## src/hdl/srx_pkg.sv

```systemverilog
// Package for the serial frame receiver: item type, protocol constants,
// status codes and the byte-wide CRC-16 update.
// No dependencies.
`default_nettype none

package srx_pkg;

    localparam int PAYLOAD_CAPACITY = 64;

    localparam logic [7:0]  SOF_BYTE      = 8'h55;
    localparam logic [7:0]  EOF_BYTE      = 8'h0d;
    localparam logic [7:0]  LEN_HI_MASK   = 8'h7f;
    localparam logic [15:0] CRC_POLY_REFL = 16'ha001;
    localparam logic [15:0] TIMEOUT_RESET = 16'd10000;

    localparam logic [2:0] ST_IDLE   = 3'd0;
    localparam logic [2:0] ST_RECV   = 3'd1;
    localparam logic [2:0] ST_GOOD   = 3'd2;
    localparam logic [2:0] ST_CRCERR = 3'd3;
    localparam logic [2:0] ST_LENERR = 3'd4;

    localparam logic FUNC_BYTE = 1'b0;
    localparam logic FUNC_TICK = 1'b1;

    // classified item, as held in the queue
    typedef struct packed {
        logic       is_tick;
        logic       is_sof;
        logic       is_eof;
        logic [7:0] data;
    } item_t;

    typedef struct packed {
        logic full;
        logic empty;
    } queue_status_t;

    function automatic logic [15:0] crc_take_byte(input logic [15:0] crc,
                                                  input logic [7:0]  b);
        logic [15:0] c;
        c = crc ^ {8'h00, b};
        for (int k = 0; k < 8; k++) begin
            if (c[0]) begin
                c = (c >> 1) ^ CRC_POLY_REFL;
            end else begin
                c = c >> 1;
            end
        end
        return c;
    endfunction

endpackage

`default_nettype wire

```

## src/hdl/srx_front.sv

```systemverilog
// Front end: input handshake and classification of each item.
// Depends on srx_pkg.
`default_nettype none

module srx_front (
    input  wire                    s_valid,
    output logic                   s_ready,
    input  wire                    s_func,
    input  wire  [7:0]             s_rx_byte,
    input  srx_pkg::queue_status_t q_status,
    output logic                   push,
    output srx_pkg::item_t         push_item
);

    always_comb begin
        s_ready           = !q_status.full;
        push              = s_valid && !q_status.full;
        push_item.is_tick = (s_func == srx_pkg::FUNC_TICK);
        push_item.is_sof  = (s_func == srx_pkg::FUNC_BYTE) && (s_rx_byte == srx_pkg::SOF_BYTE);
        push_item.is_eof  = (s_func == srx_pkg::FUNC_BYTE) && (s_rx_byte == srx_pkg::EOF_BYTE);
        push_item.data    = s_rx_byte;
    end

endmodule

`default_nettype wire

```

## src/hdl/srx_queue.sv

```systemverilog
// Two-entry queue of classified items between front and back.
// Depends on srx_pkg.
`default_nettype none

module srx_queue (
    input  wire                    aclk,
    input  wire                    aresetn,
    input  wire                    push,
    input  srx_pkg::item_t         push_item,
    input  wire                    pop,
    output srx_pkg::item_t         pop_item,
    output srx_pkg::queue_status_t q_status
);

    srx_pkg::item_t entry_reg [2];
    logic           wr_ptr_reg, wr_ptr_next;
    logic           rd_ptr_reg, rd_ptr_next;
    logic [1:0]     count_reg, count_next;

    always_comb begin
        wr_ptr_next = wr_ptr_reg ^ push;
        rd_ptr_next = rd_ptr_reg ^ pop;
        count_next  = count_reg + {1'b0, push} - {1'b0, pop};
        q_status.full  = (count_reg == 2'd2);
        q_status.empty = (count_reg == 2'd0);
        pop_item       = entry_reg[rd_ptr_reg];
    end

    always_ff @(posedge aclk) begin
        if (!aresetn) begin
            wr_ptr_reg <= 1'b0;
            rd_ptr_reg <= 1'b0;
            count_reg  <= 2'd0;
        end else begin
            wr_ptr_reg <= wr_ptr_next;
            rd_ptr_reg <= rd_ptr_next;
            count_reg  <= count_next;
        end
    end

    always_ff @(posedge aclk) begin
        if (push) begin
            entry_reg[wr_ptr_reg] <= push_item;
        end
    end

endmodule

`default_nettype wire

```

## src/hdl/srx_back.sv

```systemverilog
// Back end: frame parser, CRC-16 and registered result stage.
// Depends on srx_pkg.
`default_nettype none

module srx_back (
    input  wire                    aclk,
    input  wire                    aresetn,
    input  wire  [15:0]            idle_timeout,
    input  srx_pkg::queue_status_t q_status,
    input  srx_pkg::item_t         pop_item,
    output logic                   pop,
    output logic                   m_valid,
    input  wire                    m_ready,
    output logic [2:0]             m_status,
    output logic [15:0]            m_frame_id,
    output logic [14:0]            m_frame_length,
    output logic                   m_payload_valid,
    output logic [7:0]             m_payload_byte,
    output logic [5:0]             m_payload_index
);

    localparam logic [3:0] PH_HUNT   = 4'd0;
    localparam logic [3:0] PH_ID_HI  = 4'd1;
    localparam logic [3:0] PH_ID_LO  = 4'd2;
    localparam logic [3:0] PH_LEN_HI = 4'd3;
    localparam logic [3:0] PH_LEN_LO = 4'd4;
    localparam logic [3:0] PH_DATA   = 4'd5;
    localparam logic [3:0] PH_CRC_HI = 4'd6;
    localparam logic [3:0] PH_CRC_LO = 4'd7;
    localparam logic [3:0] PH_EOF    = 4'd8;

    logic [3:0]  phase_reg, phase_next;
    logic [15:0] id_reg, id_next;
    logic [14:0] length_reg, length_next;
    logic [6:0]  byte_count_reg, byte_count_next;
    logic [15:0] crc_run_reg, crc_run_next;
    logic [15:0] crc_rx_reg, crc_rx_next;
    logic [15:0] idle_count_reg, idle_count_next;
    logic        out_valid_reg;
    logic [2:0]  status_reg, status_next;
    logic        pv_reg, pv_next;
    logic [7:0]  pbyte_reg, pbyte_next;
    logic [5:0]  pidx_reg, pidx_next;

    logic [15:0] crc_upd;
    logic [3:0]  phase_cur;
    logic [14:0] len_full;
    logic [6:0]  count_inc;

    always_comb begin
        pop       = !q_status.empty && (!out_valid_reg || m_ready);
        crc_upd   = srx_pkg::crc_take_byte(crc_run_reg, pop_item.data);
        phase_cur = (phase_reg > PH_EOF) ? PH_HUNT : phase_reg;
        len_full  = {length_reg[14:8], pop_item.data};
        count_inc = byte_count_reg + 7'd1;

        phase_next      = phase_cur;
        id_next         = id_reg;
        length_next     = length_reg;
        byte_count_next = byte_count_reg;
        crc_run_next    = crc_run_reg;
        crc_rx_next     = crc_rx_reg;
        idle_count_next = 16'd0;
        status_next     = srx_pkg::ST_RECV;
        pv_next         = 1'b0;
        pbyte_next      = 8'd0;
        pidx_next       = 6'd0;

        if (pop_item.is_tick) begin
            idle_count_next = idle_count_reg + 16'd1;
            if (idle_count_next >= idle_timeout) begin
                idle_count_next = 16'd0;
                phase_next      = PH_HUNT;
            end
            status_next = (phase_next == PH_HUNT) ? srx_pkg::ST_IDLE : srx_pkg::ST_RECV;
        end else begin
            case (phase_cur)
                PH_ID_HI: begin
                    id_next      = {pop_item.data, 8'd0};
                    crc_run_next = crc_upd;
                    phase_next   = PH_ID_LO;
                end
                PH_ID_LO: begin
                    id_next      = {id_reg[15:8], pop_item.data};
                    crc_run_next = crc_upd;
                    phase_next   = PH_LEN_HI;
                end
                PH_LEN_HI: begin
                    length_next  = {pop_item.data[6:0] & srx_pkg::LEN_HI_MASK[6:0], 8'd0};
                    crc_run_next = crc_upd;
                    phase_next   = PH_LEN_LO;
                end
                PH_LEN_LO: begin
                    length_next     = len_full;
                    crc_run_next    = crc_upd;
                    byte_count_next = 7'd0;
                    if (len_full == 15'd0) begin
                        phase_next = PH_CRC_HI;
                    end else if (len_full > 15'(srx_pkg::PAYLOAD_CAPACITY)) begin
                        status_next = srx_pkg::ST_LENERR;
                        phase_next  = PH_HUNT;
                    end else begin
                        phase_next = PH_DATA;
                    end
                end
                PH_DATA: begin
                    pv_next         = 1'b1;
                    pbyte_next      = pop_item.data;
                    pidx_next       = byte_count_reg[5:0];
                    crc_run_next    = crc_upd;
                    byte_count_next = count_inc;
                    if ({8'd0, count_inc} >= length_reg) begin
                        phase_next = PH_CRC_HI;
                    end
                end
                PH_CRC_HI: begin
                    crc_rx_next = {pop_item.data, 8'd0};
                    phase_next  = PH_CRC_LO;
                end
                PH_CRC_LO: begin
                    crc_rx_next = {crc_rx_reg[15:8], pop_item.data};
                    phase_next  = PH_EOF;
                end
                PH_EOF: begin
                    if (pop_item.is_eof) begin
                        status_next = (crc_run_reg == crc_rx_reg) ?
                                      srx_pkg::ST_GOOD : srx_pkg::ST_CRCERR;
                        phase_next  = PH_HUNT;
                    end
                end
                default: begin
                    if (pop_item.is_sof) begin
                        id_next         = 16'd0;
                        length_next     = 15'd0;
                        byte_count_next = 7'd0;
                        crc_rx_next     = 16'd0;
                        crc_run_next    = srx_pkg::crc_take_byte(16'd0, pop_item.data);
                        phase_next      = PH_ID_HI;
                    end else begin
                        status_next = srx_pkg::ST_IDLE;
                    end
                end
            endcase
        end
    end

    always_ff @(posedge aclk) begin
        if (!aresetn) begin
            phase_reg      <= PH_HUNT;
            id_reg         <= 16'd0;
            length_reg     <= 15'd0;
            byte_count_reg <= 7'd0;
            crc_run_reg    <= 16'd0;
            crc_rx_reg     <= 16'd0;
            idle_count_reg <= 16'd0;
            out_valid_reg  <= 1'b0;
        end else begin
            if (pop) begin
                phase_reg      <= phase_next;
                id_reg         <= id_next;
                length_reg     <= length_next;
                byte_count_reg <= byte_count_next;
                crc_run_reg    <= crc_run_next;
                crc_rx_reg     <= crc_rx_next;
                idle_count_reg <= idle_count_next;
                out_valid_reg  <= 1'b1;
            end else if (m_ready) begin
                out_valid_reg <= 1'b0;
            end
        end
    end

    always_ff @(posedge aclk) begin
        if (pop) begin
            status_reg <= status_next;
            pv_reg     <= pv_next;
            pbyte_reg  <= pbyte_next;
            pidx_reg   <= pidx_next;
        end
    end

    always_comb begin
        m_valid         = out_valid_reg;
        m_status        = status_reg;
        m_frame_id      = id_reg;
        m_frame_length  = length_reg;
        m_payload_valid = pv_reg;
        m_payload_byte  = pbyte_reg;
        m_payload_index = pidx_reg;
    end

endmodule

`default_nettype wire

```

## src/hdl/serial_frame_receiver_crc16.sv

```systemverilog
// Top level of the serial frame receiver: config register, front end,
// item queue and parser back end. Depends on srx_pkg, srx_front,
// srx_queue and srx_back.
//
//   channel  direction  handshake          payload
//   s_       in         s_valid / s_ready  s_func, s_rx_byte
//   m_       out        m_valid / m_ready  m_status, m_frame_id, m_frame_length,
//                                          m_payload_valid, m_payload_byte,
//                                          m_payload_index
//   apb      in         psel/penable/pready idle_timeout at address 0
//
// One item per cycle sustained while m_ready keeps up; a taken item is held
// in the two-entry queue and then in the registered result stage.
// Reset (aresetn low, synchronous) returns the parser to hunting and the
// timeout to 10000. A stalled m_ready holds the result register; the queue
// absorbs two more items before s_ready drops.
`default_nettype none

module serial_frame_receiver_crc16 (
    input  wire         aclk,
    input  wire         aresetn,
    input  wire         s_valid,
    output logic        s_ready,
    input  wire         s_func,
    input  wire  [7:0]  s_rx_byte,
    output logic        m_valid,
    input  wire         m_ready,
    output logic [2:0]  m_status,
    output logic [15:0] m_frame_id,
    output logic [14:0] m_frame_length,
    output logic        m_payload_valid,
    output logic [7:0]  m_payload_byte,
    output logic [5:0]  m_payload_index,
    input  wire         psel,
    input  wire         penable,
    input  wire         pwrite,
    input  wire  [2:0]  paddr,
    input  wire  [31:0] pwdata,
    output logic [31:0] prdata,
    output logic        pready
);

    logic [15:0]            idle_timeout_reg;
    logic                   cfg_wr;
    srx_pkg::queue_status_t q_status;
    srx_pkg::item_t         push_item;
    srx_pkg::item_t         pop_item;
    logic                   push;
    logic                   pop;

    always_comb begin
        pready = 1'b1;
        cfg_wr = psel && penable && pwrite && (paddr[2] == 1'b0);
        prdata = (paddr[2] == 1'b0) ? {16'd0, idle_timeout_reg} : 32'd0;
    end

    always_ff @(posedge aclk) begin
        if (!aresetn) begin
            idle_timeout_reg <= srx_pkg::TIMEOUT_RESET;
        end else if (cfg_wr) begin
            idle_timeout_reg <= pwdata[15:0];
        end
    end

    srx_front u_front (
        .s_valid   (s_valid),
        .s_ready   (s_ready),
        .s_func    (s_func),
        .s_rx_byte (s_rx_byte),
        .q_status  (q_status),
        .push      (push),
        .push_item (push_item)
    );

    srx_queue u_queue (
        .aclk      (aclk),
        .aresetn   (aresetn),
        .push      (push),
        .push_item (push_item),
        .pop       (pop),
        .pop_item  (pop_item),
        .q_status  (q_status)
    );

    srx_back u_back (
        .aclk            (aclk),
        .aresetn         (aresetn),
        .idle_timeout    (idle_timeout_reg),
        .q_status        (q_status),
        .pop_item        (pop_item),
        .pop             (pop),
        .m_valid         (m_valid),
        .m_ready         (m_ready),
        .m_status        (m_status),
        .m_frame_id      (m_frame_id),
        .m_frame_length  (m_frame_length),
        .m_payload_valid (m_payload_valid),
        .m_payload_byte  (m_payload_byte),
        .m_payload_index (m_payload_index)
    );

endmodule

`default_nettype wire

```

## config.mk

```make
export PLATFORM = sky130hd
export DESIGN_NAME = serial_frame_receiver_crc16
export DESIGN_NICKNAME = d
export VERILOG_FILES = /design/src/hdl/srx_pkg.sv /design/src/hdl/srx_front.sv /design/src/hdl/srx_queue.sv /design/src/hdl/srx_back.sv /design/src/hdl/serial_frame_receiver_crc16.sv
export SDC_FILE = /design/constraint.sdc
export NUM_CORES = 1
export LEC_CHECK = 0
export ABC_AREA = 1
export BUFFER_PORTS_ARGS = -buffer_cell sky130_fd_sc_hd__buf_2
export CORE_ASPECT_RATIO = 1.25
export CORE_UTILIZATION = 50
export DETAILED_ROUTE_END_ITERATION = 8
export PLACE_DENSITY = 0.79
export SYNTH_ARGS = -nofsm -noshare
export SYNTH_HDL_FRONTEND = slang
export SYNTH_SLANG_ARGS = --single-unit
```

## constraint.sdc

```tcl
create_clock -name aclk -period 3.7 [get_ports aclk]
set_input_delay 0.74 -clock aclk [delete_from_list [all_inputs] [get_ports aclk]]
set_output_delay 0.74 -clock aclk [all_outputs]
set_load 0.1 [all_outputs]
```

==> results by group <==
Status
  • Status: finished, final reports clean

Floorplanning
  • Starting Density: 51.4%
  • Top-level port count: 135
  • DIE AREA: 0.0166 mm2
  • Die width: 115 um
  • Die height: 144 um
  • Core box area: 0.0156 mm2
  • Row count: 51

Timing
  • Worst-Margin Slew: 850 ps
  • Post-Route Skew: 10.2 ps
  • Pins over their slew limit: 0
  • Minimum clock period: 3340 ps
  • Final setup vio count: 0
  • Max transition margin: 42.8%
  • Max Clk Rate: 299 MHz
  • TNS Setup: 0 ps
  • Final worst path period share: 90.3%
  • RSZ-0062 raised after global routing: no
  • Final Hold Viols: 0

Clock tree
  • CTS tree: yes
  • CTS root buf: clkbuf_16
  • Cts bufs inserted: 17
  • Clock sink count: 152
  • H-tree depth: 4
  • Setup Buffers After CTS: 0
  • Post-CTS Hold Buffers: 0
  • Clock-pin slew on the worst setup and hold paths: 60 ps
  • Skew-Pair Late Insertion Delay: 440 ps
  • CTS Buffer Depth: 2
  • Post_cts resized: 1

Placement
  • Cells after DPL: 1319
  • Placed Instance Area: 0.00866 mm2
  • PortBufs: 99
  • Hpwl dp: 13.3 mm
  • GP Congestion: 0.897

Power and ir drop
  • Clk pwr share: 22.7%
  • NetSw: 3.62 mW
  • Internal power: 3.81 mW
  • LEAKAGE: 4.12 nW
  • Switch share: 48.7%
  • Share of power burned in registers: 29.8%
  • Logic pwr share: 47.5%
  • Peak VDD IR: 0.000517 V
  • PD cells: 804 mW/mm2
  • Total power: 7.43 mW

Yosys
  • Mapped Cells: 1034
  • Post-synth cell types: 55
  • Synth Area in Adders: 5.29%
  • Simple-gate portion of the synthesized area: 24.5%
  • Post-Syn Area: 0.00804 mm2
  • Top-area cell type share of the netlist area: 27.9%
  • Register area share after synthesis: 42.8%
  • Most frequent cell after synthesis: nand2_1
  • Largest area contributor in the netlist: dfxtp_1
  • Area contributors post-synth: dfxtp_1 28%, edfxtp_1 15%, nand2_1 11%
  • Most common library cells after synthesis: 226 x nand2_1, 112 x dfxtp_1, 111 x inv_1
  • Post-synth top flop: dfxtp_1
  • XOR/XNOR Fraction of Synth Area: 4.14%
  • Largest family of logic cells by synthesized area: simple AND/OR/NAND/NOR gates
  • Syn Area/Cell: 7.77 um2
  • Number of synthesis warnings: 0
  • Mux cell area share after synthesis: 0.125%
  • FFs w/ async S/R, synth: 0%
  • Compound-Gate Fraction of Synth Area: 13.7%
  • Seq cells post-synth: 152
  • EDFF count, synth: 40

Cells and area
  • Final net count: 1211
  • Diodes inserted: 0
  • Share of cells above drive strength 1: 16.3%
  • Multi-input combinational cell area: 0.00391 mm2
  • Area Overhead vs Synth: 15.0%
  • FILL cells: 1411
  • Finished Layout Cells: 1351
  • Max reg flops: 22
  • Reg area: 0.00344 mm2
  • Final instance area: 0.00924 mm2

Route
  • Drt wl/cell: 13.7 um
  • Post-route DRC: 0
  • Via density: 5.18
  • Via count: 7003
  • First-pass iteration count of the detailed router: 5
  • Final ANT Viol Nets: 0
  • DR iter-0 viols: 549
  • Total Wirelength: 18.4 mm

Worst setup path
  • Critical Path RT: 4030 ps
  • Crit path kind: reg2reg
  • WP data arrival: 3670 ps
  • Crit path capture type: flop
  • Crit path max fanout: 5
  • CP startpoint kind: flop

Worst hold path
  • Worst hold path type: reg2reg

GRT
  • GRT Util Overall: 22.9%
  • Largest net degree at the start of global routing: 60
  • Initial antenna violation count: 0
  • Vias in the first global route: 6408
  • Global-route wire length before repair: 29.7 mm
  • Aggregate global routing overflow: 0

Flow run
  • MaxCap Viol Count: 0
==> through the flow <==
stage / utilization, % / hold slack [ps] / setup WS, ps
final: 59.1 / 458 / 359
after global routing: 59.1 / 485 / 63.1
after CTS: 59.1 / 455 / 197
after detailed placement: 55.4 / 443 / -25.8
after global placement: 55.4 / 436 / 127
after floorplan: - / 426 / 572
==> layout make-up <==
class,instances,share of cell area [%]
multi-input combinational,723,42.4
clock buffer,18,4.75
tap,212,2.87
clock inverter,14,1.50
sequential,152,37.3
inverter,125,5.12
timing repair buffer,107,6.15
==> critical path: stages (launching register included) <==
cell and delay [ps]:
dfxtp_1 410, ha_1 210, nand3_1 130, nor3_1 220
nand3_1 160, nor3_1 240, nand3_1 140, xor2_1 180
inv_1 90, ha_1 270, nand4_1 130, inv_1 60
a21oi_1 200, nand3_1 210, nor2_1 280, nand2_1 80
a221oi_1 240
==> power groups by stage <==
stage | Sequential [mW] | Clock [mW] | Combinational, mW
2_1_floorplan | 2.88 | 0 | 2.16
3_3_place_gp | 2.24 | 0 | 3.41
3_5_place_dp | 2.25 | 0 | 3.46
4_1_cts | 2.22 | 1.70 | 3.50
5_1_grt | 2.25 | 1.77 | 3.85
6_report | 2.21 | 1.69 | 3.52
==> layout by cell type, fill, tap and decap left out, types with 17 or more instances in the layout <==
cell,n
nand2_1,226
dfxtp_1,112
inv_1,110
nor2_1,104
a21oi_1,103
buf_2,99
nand3_1,48
edfxtp_1,40
o21ai_0,34
ha_1,34
xor2_1,29
conb_1,17
clkbuf_16,17
==> logic make-up after synthesis <==
kind of cell | count (synthesis)
fa+ha+maj | 34
buf+inv | 174
compound gates | 186
mux | 1
simple gates | 447
other cells | 2
flops | 152
xor+xnor | 38
==> path summary, 6_finish.rpt <==
check | from | endpoint | slack, ps | cells past startpoint
min | u_queue.rd_ptr_reg$_SDFF_PN0_ | flop | 460 | 1
min reg2reg | u_queue.rd_ptr_reg$_SDFF_PN0_ | flop | 460 | 1
max reg2reg | u_back.idle_count_reg[0]$_SDFFE_PN0P_ | u_back.phase_reg[3]$_SDFFE_PN0P_ | 360 | 16
max | u_back.idle_count_reg[0]$_SDFFE_PN0P_ | u_back.phase_reg[3]$_SDFFE_PN0P_ | 360 | 16
==> metal layers <==
layer	vias up	track usage, %	routed length (um)	share of wire [%]
met5	-	0	0	0
met4	0	9.16	387	2.1
met3	33	4.72	813	4.4
met2	185	40.2	9370	51
met1	3227	27.1	7880	43
li1	3558	-	-	-
Power figures use the tool's default switching activity.
